===== src/rtl/core/rre_pkg.sv =====
`timescale 1ns / 1ps
// ----------------------------------------------------------------------------
// rre_pkg
// Shared types, widths and codes of the rounded rectangle edge fade pipeline.
// ----------------------------------------------------------------------------
package rre_pkg;

  localparam int WINDOW_WIDTH_DEF  = 496;
  localparam int WINDOW_HEIGHT_DEF = 224;

  // geometry in signed Q8 pixels
  localparam int GW = 26;

  // outside offsets are clamped; anything this far out is already at full cover
  localparam int OFF_W = 18;
  localparam int SUM_W = 2 * OFF_W + 1;
  localparam int ROOT_IN_W = SUM_W + (SUM_W % 2);
  localparam int ROOT_W = ROOT_IN_W / 2;
  localparam int ROOT_STEPS = ROOT_W;
  localparam int ROOT_PER_STAGE = 2;
  localparam int ROOT_STAGES = (ROOT_STEPS + ROOT_PER_STAGE - 1) / ROOT_PER_STAGE;

  localparam int SPAN_W = 10;
  localparam int REM_W = SPAN_W + 1;
  localparam int Q_W = 16;
  localparam int DIV_PER_STAGE = 2;
  localparam int DIV_STAGES = Q_W / DIV_PER_STAGE;

  localparam int COVER_W = 17;
  localparam logic [COVER_W-1:0] COVER_FULL = 17'h10000;
  localparam logic [17:0] SMOOTH_THREE = 18'd196608;

  localparam int CFG_INDEX_W = 3;
  localparam int CFG_DATA_W = 10;

  typedef enum logic [CFG_INDEX_W-1:0] {
    CFG_REACH_LEFT    = 3'd0,
    CFG_REACH_RIGHT   = 3'd1,
    CFG_REACH_TOP     = 3'd2,
    CFG_REACH_BOTTOM  = 3'd3,
    CFG_FADE_SPAN     = 3'd4,
    CFG_CORNER_RADIUS = 3'd5,
    CFG_BOTTOM_LIFT   = 3'd6
  } cfg_index_t;

  typedef enum logic [1:0] {
    KIND_ZERO,
    KIND_FULL,
    KIND_RAMP
  } kind_t;

  typedef struct packed {
    logic valid;
    logic live;
  } ctl_t;

  typedef struct packed {
    logic  valid;
    kind_t kind;
  } tag_t;

  typedef struct packed {
    logic [8:0]        reach_left;
    logic [8:0]        reach_right;
    logic [8:0]        reach_top;
    logic [8:0]        reach_bottom;
    logic [SPAN_W-1:0] fade_span;
    logic [8:0]        corner_radius;
    logic [8:0]        bottom_lift;
  } cfg_t;

endpackage


===== src/rtl/core/rre_div.sv =====
`timescale 1ns / 1ps
// ----------------------------------------------------------------------------
// rre_div
// Signed distance, ramp classification and pipelined restoring divide by span.
// ----------------------------------------------------------------------------
module rre_div (
  input  logic                                clk,
  input  logic                                rst,
  input  logic                                en,
  input  rre_pkg::ctl_t                       in_ctl,
  input  logic [rre_pkg::ROOT_W-1:0]          outside,
  input  logic signed [rre_pkg::GW-1:0]       lneg,
  input  logic signed [rre_pkg::GW-1:0]       rad,
  input  logic [rre_pkg::SPAN_W-1:0]          span,
  output rre_pkg::tag_t                       out_tag,
  output logic [rre_pkg::Q_W-1:0]             quo
);

  localparam int GW = rre_pkg::GW;
  localparam int SW = rre_pkg::SPAN_W;
  localparam int RW = rre_pkg::REM_W;
  localparam int QW = rre_pkg::Q_W;
  localparam int NS = rre_pkg::DIV_STAGES;
  localparam int PER = rre_pkg::DIV_PER_STAGE;

  logic [SW-1:0] spn;
  logic signed [GW-1:0] spq, sdist, num0, num_q;
  rre_pkg::ctl_t c0;
  rre_pkg::tag_t t1;
  rre_pkg::kind_t kind1;
  logic [RW-1:0] rem1;
  logic [QW-1:0] low1;

  // zero span acts as one
  always_comb begin
    spn = (span == '0) ? SW'(1) : span;
    spq = $signed(GW'(spn)) <<< 8;
    sdist = $signed(GW'(outside)) + lneg - rad;
    num0 = sdist + spq;
    if (!c0.live || num_q <= 0) begin
      kind1 = rre_pkg::KIND_ZERO;
    end else if (num_q >= spq) begin
      kind1 = rre_pkg::KIND_FULL;
    end else begin
      kind1 = rre_pkg::KIND_RAMP;
    end
  end

  always_ff @(posedge clk) begin
    if (rst) begin
      c0 <= '0;
      t1 <= '0;
    end else if (en) begin
      c0 <= in_ctl;
      t1 <= '{valid: c0.valid, kind: kind1};
    end
  end

  // dividend is num * 256; its top part already sits below the divisor
  always_ff @(posedge clk) begin
    if (en) begin
      num_q <= num0;
      rem1  <= {1'b0, num_q[8 +: SW]};
      low1  <= {num_q[7:0], 8'b0};
    end
  end

  logic [RW-1:0] rem_q [NS];
  logic [QW-1:0] low_q [NS];
  logic [QW-1:0] quo_q [NS];
  rre_pkg::tag_t tag_q [NS];

  for (genvar s = 0; s < NS; s++) begin : g_stage
    logic [RW-1:0] rem_in, rem_nx;
    logic [QW-1:0] low_in, low_nx, quo_in, quo_nx;
    rre_pkg::tag_t tag_in;

    if (s == 0) begin : g_first
      assign rem_in = rem1;
      assign low_in = low1;
      assign quo_in = '0;
      assign tag_in = t1;
    end else begin : g_next
      assign rem_in = rem_q[s-1];
      assign low_in = low_q[s-1];
      assign quo_in = quo_q[s-1];
      assign tag_in = tag_q[s-1];
    end

    always_comb begin
      rem_nx = rem_in;
      low_nx = low_in;
      quo_nx = quo_in;
      for (int k = 0; k < PER; k++) begin
        rem_nx = {rem_nx[RW-2:0], low_nx[QW-1]};
        low_nx = {low_nx[QW-2:0], 1'b0};
        if (rem_nx >= RW'(spn)) begin
          rem_nx = rem_nx - RW'(spn);
          quo_nx = {quo_nx[QW-2:0], 1'b1};
        end else begin
          quo_nx = {quo_nx[QW-2:0], 1'b0};
        end
      end
    end

    always_ff @(posedge clk) begin
      if (rst) begin
        tag_q[s] <= '0;
      end else if (en) begin
        tag_q[s] <= tag_in;
      end
    end

    always_ff @(posedge clk) begin
      if (en) begin
        rem_q[s] <= rem_nx;
        low_q[s] <= low_nx;
        quo_q[s] <= quo_nx;
      end
    end
  end

  assign out_tag = tag_q[NS-1];
  assign quo = quo_q[NS-1];

endmodule


===== config.mk =====
export PLATFORM = sky130hd
export DESIGN_NAME = rre_div
export DESIGN_NICKNAME = d
export VERILOG_FILES = /design/src/rtl/core/rre_pkg.sv /design/src/rtl/core/rre_div.sv
export SDC_FILE = /design/constraint.sdc
export NUM_CORES = 1
export LEC_CHECK = 0
export CORE_ASPECT_RATIO = 0.8
export CORE_MARGIN = 1
export CORE_UTILIZATION = 45
export CTS_BUF_LIST = sky130_fd_sc_hd__clkbuf_4
export CTS_CLUSTER_SIZE = 12
export DETAILED_ROUTE_END_ITERATION = 16
export DONT_BUFFER_PORTS = 1
export HOLD_SLACK_MARGIN = 0.12
export PLACE_DENSITY = 0.67
export SLEW_MARGIN = 0
export SYNTH_ARGS = -nofsm -noshare
export SYNTH_HDL_FRONTEND = slang
export SYNTH_SLANG_ARGS = --single-unit

===== constraint.sdc =====
create_clock -name clk -period 5.31 [get_ports clk]
set_input_delay 0.2655 -clock clk [delete_from_list [all_inputs] [get_ports clk]]
set_output_delay 0.2655 -clock clk [all_outputs]
set_load 0.1 [all_outputs]

**Word level (Yosys, flattened, before mapping)**

Memories as Yosys holds them, arrays and structs flattened.
Index checks and enable logic that the tools add are counted.

- Register bits after elaboration: 49
- RAM bits: 352
- Input bits: 86
- Output and inout port bits: 19
- Word-level logic and storage cells: 108
- Memories kept: 4

- $add $sub $neg: 19
- Magnitude comparators: 18
- Multiplexer cells: 49
- Bitwise logic cells: 8
- Reduce and logical (&&, ||, !) cells: 3

Memories:

| name | depth | bits a word | read ports | clocked after Yosys merged registers in | wr ports | RTL line | source |
|---|---|---|---|---|---|---|---|
| quo_q | 8 | 16 | 8 | 0 | 8 | rre_div.sv:70 | `logic [QW-1:0] quo_q [NS];` |
| low_q | 8 | 14 | 7 | 0 | 8 | rre_div.sv:69 | `logic [QW-1:0] low_q [NS];` |
| rem_q | 8 | 11 | 7 | 0 | 8 | rre_div.sv:68 | `logic [RW-1:0] rem_q [NS];` |
| tag_q | 8 | 3 | 8 | 0 | 8 | rre_div.sv:71 | `rre_pkg::tag_t tag_q [NS];` |

Operators with widths:

| kind | number |
|---|---|
| $ge A11 B10 Y1 | 16 |
| $mux W10 | 9 |
| $mux W11 | 8 |
| $sub A11 B10 Y11 | 8 |
| $sub A10 B10 Y10 | 8 |
| $add A20 B26 Y26 | 1 |
| $add A26 B19 Y26 | 1 |
| $ge A26 B19 Y1 | 1 |
| $le A26 B1 Y1 const B | 1 |
| $sub A26 B26 Y26 | 1 |
| $mux W3 | 8 |
| $mux W1 | 22 |
| $logic_not A10 Y1 | 1 |
| $or A1 B1 Y1 | 8 |
| $mux W2 | 2 |
| $logic_not A1 Y1 | 1 |
| $logic_or A1 B1 Y1 | 1 |

**Logic depth before layout (Yosys ltp)**

Gate-level depths: netlist (run 1).

- Word-level depth: 6
- Depth in mapped cells: 25
- Mapped depth without buffers: 22

**Worst setup path before layout (run 1)**

Ideal clock, no wire load.

- Path type: input to register
- Start point: input span[9] (netlist bit)
- End point: memory rem_q[3][2] (netlist bit), data pin
- Setup time: 0.260 ns
- Arrival: 5.134 ns
- Required time: 5.050 ns
- Setup slack: -0.084 ns
- Stages on the path: 25
- Path buffers: 3
- Cell sequence: nor3_1 -> a31oi_1 -> buf_6 -> clkbuf_1 -> inv_1 -> ha_1 -> nor2b_1 -> o21ai_0 -> a21oi_1 -> o31ai_1 -> a31o_2 -> a21o_1 -> clkinv_1 -> mux2_2 -> inv_1 -> ha_1 -> nor2b_1 -> o21ai_0 -> a21oi_1 -> o21ai_0 -> a21oi_1 -> a41oi_1 -> o211ai_1 -> buf_2 -> mux2_2

RTL lines:

| element | RTL line | source |
|---|---|---|
| from (decl) | rre_div.sv:14 | `input logic [rre_pkg::SPAN_W-1:0] span,` |
| to (decl) | rre_div.sv:68 |  |

==> results.yml, run 1 <==
worst_setup_path:
  setup.worst_path.class: "reg -> reg"
  cp-end-kind: "register"
  crit_path_max_fanout: 13
  worstPathArrival_ns: 5.32
  timing.critical_path.required_ns: 5.80
  worstSetupStartpointType: "register"
sta:
  worst_setup_margin_ns: 0.480
  slew-limit-headroom: 0.331
  grt_setup_unrepaired: "no"
  fin_skew_ns: 0.0470
  finalHoldViolations: 0
  fmax_ghz: 0.207
  setup_viol_count_final: 0
  final.setup.tns_ns: 0
  min_period_ns: 4.83
  final-max-slew-violation-count: 0
  pin_slew_with_the_least_headroom_to_its_limit_ns: 1.00
  period_share: 0.910
power_and_ir_drop:
  total_switching_power_mw: 6.78
  p_int_mw: 9.30
  seq_power_share: 0.222
  pwr_density_cell_mw_per_mm2: 785
  comb_power_share: 0.665
  leakage_nw: 8.90
  vdd_drop_max_uv: 294
  switching_share: 0.422
  p_clk_frac: 0.114
floorplan:
  die_area_mm2: 0.0412
  chip_width_um: 227
  start_util: 0.459
  pin_count: 105
  fp-row-count: 65
  die_height_um: 182
  core_mm2: 0.0396
synthesis:
  synth.net_count: 2051
  post-synth-top-count-cell: "edfxtp_1"
  post_synth_mux_area_share: 0.0695
  synth-simple-area-share: 0.113
  netlist-cell-type-count: 75
  post_synth_edffs: 222
  compound_gate_portion_of_the_synthesized_area: 0.151
  seq_area_frac_synth: 0.372
  synth.top_cells.by_count: "222 x edfxtp_1, 212 x ha_1, 166 x inv_1"
  synthesis.area_mm2: 0.0182
  synth-async-reset-ratio: 0
  main_combinational_cell_family_by_area_after_synthesis: "adder cells"
  synth.yosys.warnings: 0
  synthDominantCellAreaShare: 0.366
  ys_top_cells_by_area: "edfxtp_1 37%, ha_1 15%, mux2_2 4.6%"
  yosysTopAreaCell: "edfxtp_1"
  syn_avg_cell_area_um2: 10.6
  synth_flop_type: "edfxtp_1"
  synth-seq-cells: 227
  synth_adder_area_share: 0.191
  synth_xor_xnor_area_share: 0.0602
  post_synth_inst_count: 1712
routing:
  detail_route.vias_per_cell: 5.61
  finalWirelength_um: 44500
  drc: 0
  antenna_left: 0
  drt_first_pass_iters: 8
  route.vias.total: 13600
  initialDrtViolationCount: 1000
  post_drt_wl_per_cell_um: 18.3
global_route:
  grt_pass1_vias: 13100
  antenna_found_initial: 2
  track_usage: 0.218
  global_route.overflow_total: 0
  maximum_number_of_pins_on_one_net_before_global_route_repair: 202
  grt_pass1_wl_um: 69200
cts:
  clock_sinks: 227
  worstSkewPairLatency_ns: 0.79
  htree_levels: 3
  cts.root.buffer_cell: "clkbuf_4"
  cts.clk_slew.worst_paths_ns: 0.06
  clk_path_buf_depth: 3
  cts_tree: "built"
  cts_inserted_buffers: 66
place:
  place_hpwl_um: 31800
  placement.setup.worst_slack_ns: 0.132
  port_buffers: 0
  place_congestion: 0.949
final_layout:
  areaGrowthSynthToFinish_pct: 12.6
  final_layout_size_suffix_gt1_frac: 0.159
  final_nets: 2179
min_path:
  timing.hold.worst.class: "in -> reg"
run:
  max_cap_violations: 0
outcome:
  result_of_the_run: "complete, no violations"
cell families (layout without fill, tap and decap cells):
logic type | count (synthesis) | count (layout)
fa+ha+maj | 253 | 253
xor+xnor | 125 | 125
other cells | 0 | 5
mux | 109 | 109
compound gates | 402 | 402
simple gates | 394 | 394
buf+inv | 202 | 379
flops | 227 | 227
placed cells by master, fill, tap and decap left out, types with 26 or more instances in the layout:
cell type      instances
nor3_1                35
and2_1                37
nand4_1               26
a21oi_1               92
mux2_2                75
a21o_1                63
nand2_1               72
buf_4                 54
fa_1                  41
dlygate4sd3_1         32
ha_1                 212
nor2_1                87
inv_1                166
edfxtp_1             222
xnor2_1               83
nand3_1               30
o21ai_0               86
xor2_1                42
clkbuf_4              91
power groups by stage:
stage	combinational, mW	clock, mW	sequential [mW]
global route	11.7	1.99	3.62
global placement	10.2	0	3.59
floorplan	8.24	0	3.43
detailed placement	10.4	0	3.59
CTS	10.6	1.90	3.56
finish	10.7	1.83	3.56
state kept, by name (all words and copies together), names as in the netlist, 3 cells and up:
| register | cells |
|---|---|
| low_q | 12 |
| quo_q | 72 |
| g_stage.rem_in | 10 |
| g_stage.tag_in | 3 |
| g_stage.low_in | 8 |
| rem_q | 70 |
| tag_q | 24 |
| num_q | 26 |
stage by stage:
stage / utilization / hold WS (ns) / std cells / total power, mW / area [um^2]
global placement: 0.485 / 0.338 / 2275 / 13.8 / 19200
floorplan: - / 0.338 / 1712 / 11.7 / 18200
detailed placement: 0.485 / 0.341 / 2275 / 14.0 / 19200
finish: 0.517 / 0.199 / 2430 / 16.1 / 20500
CTS: 0.517 / 0.126 / 2425 / 16.0 / 20500
global route: 0.517 / 0.159 / 2430 / 17.3 / 20500
worst paths after layout:
kind                          startpoint                      to  slack [ns]  cells after the start
hold / removal                        en  quo_q[0][32]$_DFFE_PP_        0.20                      1
setup reg to reg   rem_q[5][6]$_DFFE_PP_   rem_q[6][8]$_DFFE_PP_        0.48                     16
setup / recovery   rem_q[5][6]$_DFFE_PP_   rem_q[6][8]$_DFFE_PP_        0.48                     16
hold reg to reg   quo_q[1][36]$_DFFE_PP_  quo_q[1][54]$_DFFE_PP_        0.41                      0
routing by layer:
| layer | GRT usage | vias to the layer above | share of wire |
|---|---|---|---|
| li1 | - | 6652 | - |
| met1 | 0.311 | 6461 | 0.49 |
| met3 | 0.0621 | 78 | 0.069 |
| met2 | 0.312 | 452 | 0.42 |
| met4 | 0.0749 | 0 | 0.021 |
| met5 | 0 | - | 0 |
cell type report:
| class | count | area, um^2 |
|---|---|---|
| inverters | 170 | 638 |
| repair buffers | 92 | 853 |
| flip-flops and latches | 227 | 6770 |
| diodes | 5 | 12.5 |
| multi-input cells | 1283 | 10600 |
| well taps | 536 | 671 |
| fillers | 3558 | 19100 |
| clock inverters | 26 | 220 |
| clock buffers | 91 | 683 |
worst max-delay path: stages, from the launching register on:
cell      delay (ns)
edfxtp_1        0.44
ha_1            0.40
and4_1          0.24
a41oi_1         0.20
o21ai_0         0.17
or2_2           0.31
o32ai_2         0.24
buf_4           0.23
mux2_2          0.39
ha_1            0.24
a21oi_1         0.17
o211ai_1        0.14
o21ai_0         0.26
a31oi_1         0.15
nand2b_1        0.17
or3b_4          0.50
mux2_2          0.30
repair_timing:
| action | in CTS | in global routing |
|---|---|---|
| setup buffers | 0 | 0 |
| hold buffers | 33 | 0 |
| endpoints found under the setup margin | 0 | 6 |
| gates resized for setup | 0 | 1 |
| hold endpoints to repair | 255 | 0 |
Power figures use the tool's default switching activity.
==> run 2: changes to the inputs <==
- CELL_PAD_IN_SITES_DETAIL_PLACEMENT: not set -> 1
- CELL_PAD_IN_SITES_GLOBAL_PLACEMENT: not set -> 1
- PLACE_DENSITY: 0.67 -> 0.79
==> run 2 against run 1 <==
  * Clock skew up 0.017 ns
  * Sequential cell count unchanged
  * Worst hold slack worse by 0.015 ns
  * Die area unchanged
  * Fmax down 3.1%
  * Clock-buffer cell count up 4
  * Setup slack worse by 0.15 ns
  * Critical path type unchanged
  * Register-to-register slack worse by 0.15 ns
==> results.yml, run 2 (synthesized netlist as in run 1, its figures left out) <==
worst_setup_path:
  worstPathArrival_ns: 5.51
  timing.critical_path.required_ns: 5.84
  setup.worst_path.class: "reg -> reg"
  critPathLaunch: "rem_q[5][4]$_DFFE_PP_"
  r2r_start: "rem_q[5][4]$_DFFE_PP_"
  crit_path_max_fanout: 13
  regToRegEndpoint: "rem_q[6][6]$_DFFE_PP_"
  cp-end-kind: "register"
  reg2reg_depth: 16
  worstSetupStartpointType: "register"
  r2r_slack_ns: 0.33
final_layout:
  largest_registers: "quo_q (72), rem_q (70), num_q (26)"
  largest_register_ff_count: 72
  final_nets: 2153
  areaGrowthSynthToFinish_pct: 10.5
  final_layout_size_suffix_gt1_frac: 0.153
  final_common_cell: "edfxtp_1"
  layout_common_cells: "222 x edfxtp_1, 212 x ha_1, 166 x inv_1"
  finish.utilization: 0.508
  instances_no_fill: 2391
  registers.top_by_ff_count: "quo_q"
place:
  placement.setup.worst_slack_ns: -0.0388
  numPlacedInstances: 2262
  place_congestion: 0.937
  place_hpwl_um: 36900
  port_buffers: 0
cts:
  cts_inserted_buffers: 66
  htree_levels: 3
  worstSkewPairLatency_ns: 0.78
  clock_sinks: 227
  clk_path_buf_depth: 3
  cts.clk_slew.worst_paths_ns: 0.06
  cts_tree: "built"
  cts.root.buffer_cell: "clkbuf_4"
outcome:
  result_of_the_run: "complete, no violations"
floorplan:
  die_area_mm2: 0.0412
  chip_width_um: 227
  pin_count: 105
  fp-row-count: 65
  die_height_um: 182
  core_mm2: 0.0396
  start_util: 0.459
sta:
  slew-limit-headroom: 0.330
  pin_slew_with_the_least_headroom_to_its_limit_ns: 1.01
  final-max-slew-violation-count: 0
  finalHoldViolations: 0
  final.setup.tns_ns: 0
  grt_setup_unrepaired: "no"
  fmax_ghz: 0.201
  worst_setup_margin_ns: 0.325
  min_period_ns: 4.98
  setup_viol_count_final: 0
  period_share: 0.939
  fin_skew_ns: 0.0644
routing:
  drc: 0
  post_drt_wl_per_cell_um: 20.9
  drt_first_pass_iters: 5
  route.vias.total: 13900
  initialDrtViolationCount: 804
  finalWirelength_um: 49900
  detail_route.vias_per_cell: 5.82
  antenna_left: 0
global_route:
  grt_pass1_vias: 14800
  grt_pass1_wl_um: 79500
  antenna_found_initial: 5
  track_usage: 0.247
  global_route.overflow_total: 0
  maximum_number_of_pins_on_one_net_before_global_route_repair: 201
run:
  max_cap_violations: 0
min_path:
  hold_start: "span[3]"
  worstHoldPathCells: 3
  timing.hold.worst.class: "in -> reg"
  holdPathEnd: "num_q[12]$_DFFE_PP_"
==> run 2: cell types whose count changed in the layout (fill, tap and decap cells not counted), sizes merged <==
cell | previous run | this run
buf | 60 | 47
bufinv | 4 | 0
dlygate4sd3 | 32 | 19
inv | 167 | 168
clkinvlp | 1 | 0
diode | 5 | 3
clkbuf | 91 | 95
clkinv | 24 | 13
==> run 2: metrics by stage <==
step,hold WS [ns],instance area [um^2]
2_1_floorplan,0.338,18200
3_3_place_gp,0.339,19100
3_5_place_dp,0.341,19100
4_1_cts,0.120,20100
5_1_grt,0.139,20100
6_report,0.184,20100
==> run 2: worst max-delay path, cell delays in order, from the launching register on <==
cell      delay, ns
edfxtp_1       0.43
ha_1           0.39
and4_1         0.25
a41oi_1        0.25
o21ai_0        0.19
or2_2          0.32
o32ai_2        0.26
buf_4          0.24
mux2_2         0.37
ha_1           0.24
a21oi_1        0.19
o211ai_1       0.14
o21ai_0        0.33
a31oi_1        0.16
nand2b_1       0.17
or3b_4         0.50
mux2_2         0.31
==> run 2: cell type report <==
type,instances,area (um^2)
clock inverters,11,45.0
diodes,3,7.51
clock buffers,95,713
fillers,4352,19500
repair buffers,66,613
inverters,170,638
flip-flops and latches,227,6770
multi-input cells,1283,10600
well taps,536,671
==> run 2: worst max path at each step <==
| stage | cells after the start | endpoint | slack, ns |
|---|---|---|---|
| after floorplan | 25 | rem_q[3][2]$_DFFE_PP_ | 0.13 |
| after global placement | 19 | rem_q[5][6]$_DFFE_PP_ | 0.17 |
| after detailed placement | 23 | rem_q[2][6]$_DFFE_PP_ | -0.04 |
| after CTS | 16 | rem_q[6][6]$_DFFE_PP_ | 0.21 |
| after global routing | 19 | rem_q[2][6]$_DFFE_PP_ | 0.03 |
| final | 16 | rem_q[6][6]$_DFFE_PP_ | 0.33 |
==> run 2: per-layer routing <==
metal  global-route usage  up-vias  part of all wire  wire length, um
met2                0.380      421              0.44            22200
met4               0.0859        2             0.029             1460
met1                0.343     6812              0.47            23400
li1                     -     6576                 -                -
met5                    0        -           0.00018                9
met3               0.0495      114             0.056             2800
==> run 2: repair_timing <==
| action | in CTS | in global routing |
|---|---|---|
| hold endpoints to repair | 247 | 0 |
| endpoints found under the setup margin | 0 | 9 |
| hold buffers | 20 | 0 |
| resized for setup | 0 | 2 |
| setup buffers | 0 | 0 |
Power of run 2 is left out: the tool's default activity adds up to more than one toggle a clock period on the data nets, which glitch-free logic cannot reach.
==> run 3: changes to the inputs <==
- CAP_MARGIN: not set -> 10
- PLACE_DENSITY: 0.79 -> 0.77
- clock period: 5.31 -> 6.2 ns (I/O delays scaled with it)
==> run 3 against run 2 <==
  * Core utilization down 0.62 points
  * Sequential share of layout area up 0.42 points
  * Register-to-register slack better by 0.59 ns
  * First-iteration DRC count down 2.4%
  * Critical path type unchanged
==> results.yml, run 3 (synthesized netlist as in run 1, its figures left out) <==
outcome:
  result_of_the_run: "complete, no violations"
cts:
  worstSkewPairLatency_ns: 0.78
  clock_sinks: 227
  htree_levels: 3
  cts.clk_slew.worst_paths_ns: 0.06
  cts_tree: "built"
  cts.root.buffer_cell: "clkbuf_4"
  cts_inserted_buffers: 66
  clk_path_buf_depth: 3
  cts_post_setup_buffers_inserted: 0
worst_setup_path:
  crit_path_max_fanout: 10
  r2r_slack_ns: 0.91
  worstSetupStartpointType: "register"
  cp-end-kind: "register"
  reg2reg_depth: 18
  timing.critical_path.required_ns: 6.70
  setup.worst_path.class: "reg -> reg"
  r2r_start: "rem_q[1][0]$_DFFE_PP_"
  regToRegEndpoint: "rem_q[2][8]$_DFFE_PP_"
  worstPathArrival_ns: 5.79
sta:
  period_share: 0.853
  fmax_ghz: 0.189
  min_period_ns: 5.29
  pin_slew_with_the_least_headroom_to_its_limit_ns: 1.15
  final.setup.tns_ns: 0
  slew-limit-headroom: 0.229
  final-max-slew-violation-count: 0
  fin_skew_ns: 0.0505
  setup_viol_count_final: 0
  finalHoldViolations: 0
  worst_setup_margin_ns: 0.912
  grt_setup_unrepaired: "no"
  finalHoldWorstSlack_ns: 0.190
floorplan:
  chip_width_um: 227
  fp-row-count: 65
  die_height_um: 182
  core_mm2: 0.0396
  die_area_mm2: 0.0412
  start_util: 0.459
  pin_count: 105
final_layout:
  layout_common_cells: "222 x edfxtp_1, 212 x ha_1, 166 x inv_1"
  largest_register_ff_count: 72
  instances_no_fill: 2372
  largest_registers: "quo_q (72), rem_q (70), num_q (26)"
  final_nets: 2130
  registers.top_by_ff_count: "quo_q"
  areaGrowthSynthToFinish_pct: 9.13
  final_common_cell: "edfxtp_1"
  final_layout_size_suffix_gt1_frac: 0.143
global_route:
  antenna_found_initial: 3
  maximum_number_of_pins_on_one_net_before_global_route_repair: 202
  grt_pass1_wl_um: 76400
  global_route.overflow_total: 0
  grt_pass1_vias: 14400
  track_usage: 0.238
routing:
  post_drt_wl_per_cell_um: 20.1
  finalWirelength_um: 47700
  drc: 0
  drt_first_pass_iters: 5
  detail_route.vias_per_cell: 5.73
  route.vias.total: 13600
  initialDrtViolationCount: 785
  antenna_left: 0
min_path:
  timing.hold.worst.class: "in -> reg"
  worstHoldPathCells: 4
  hold_start: "lneg[24]"
  holdPathEnd: "num_q[25]$_DFFE_PP_"
place:
  place_hpwl_um: 35700
  port_buffers: 0
  place_congestion: 0.906
  placement.setup.worst_slack_ns: 0.285
  numPlacedInstances: 2245
run:
  max_cap_violations: 0
## run 3: area by class of cell
cell class              count  area [um^2]
diodes                      2         5.00
clock buffers              88          661
clock inverters            23         93.8
fillers                  4414        19800
inverters                 170          638
multi-input cells        1283        10600
flip-flops and latches    227         6770
well taps                 536          671
repair buffers             43          375
## run 3: how the worst max path moves through the flow
stage,depth (start not counted),startpoint,to,slack (ns)
after floorplan,25,span[9],rem_q[3][2]$_DFFE_PP_,0.76
final,18,rem_q[1][0]$_DFFE_PP_,rem_q[2][8]$_DFFE_PP_,0.91
after CTS,18,rem_q[1][0]$_DFFE_PP_,rem_q[2][6]$_DFFE_PP_,0.96
after global routing,18,rem_q[1][0]$_DFFE_PP_,rem_q[2][5]$_DFFE_PP_,0.61
after detailed placement,21,span[9],rem_q[2][6]$_DFFE_PP_,0.28
after global placement,16,span[5],rem_q[6][6]$_DFFE_PP_,0.57
## run 3: metrics by stage
step	instance area, um^2	utilization
after detailed placement	18900	0.478
after global placement	18900	0.478
after floorplan	18200	-
after CTS	19900	0.501
after global routing	19900	0.501
final	19900	0.501
## run 3: what timing repair did
action                    in CTS  in global routing
resized for setup              0                  0
hold buffers                  14                  0
hold endpoints to repair     241                  0
## run 3: critical path, cell delays in order, from the launching register on
cell	delay, ns
edfxtp_1	0.46
ha_1	0.35
nor2b_1	0.15
o21ai_0	0.20
a21boi_0	0.19
o31ai_1	0.29
a31o_2	0.27
a21o_1	0.25
mux2_2	0.40
inv_1	0.07
ha_1	0.24
nor2b_1	0.13
o21ai_0	0.22
a21oi_1	0.13
o21ai_0	0.25
a21oi_1	0.17
a41oi_1	0.30
o211ai_1	0.50
mux2_2	0.45
## run 3: layer usage
metal,GRT usage,vias up,wire (um)
met1,0.336,6657,22900
met4,0.0662,0,821
met3,0.0521,59,2760
met2,0.366,344,21200
met5,0,-,0
li1,-,6521,-
Power of run 3 is left out for the same reason.
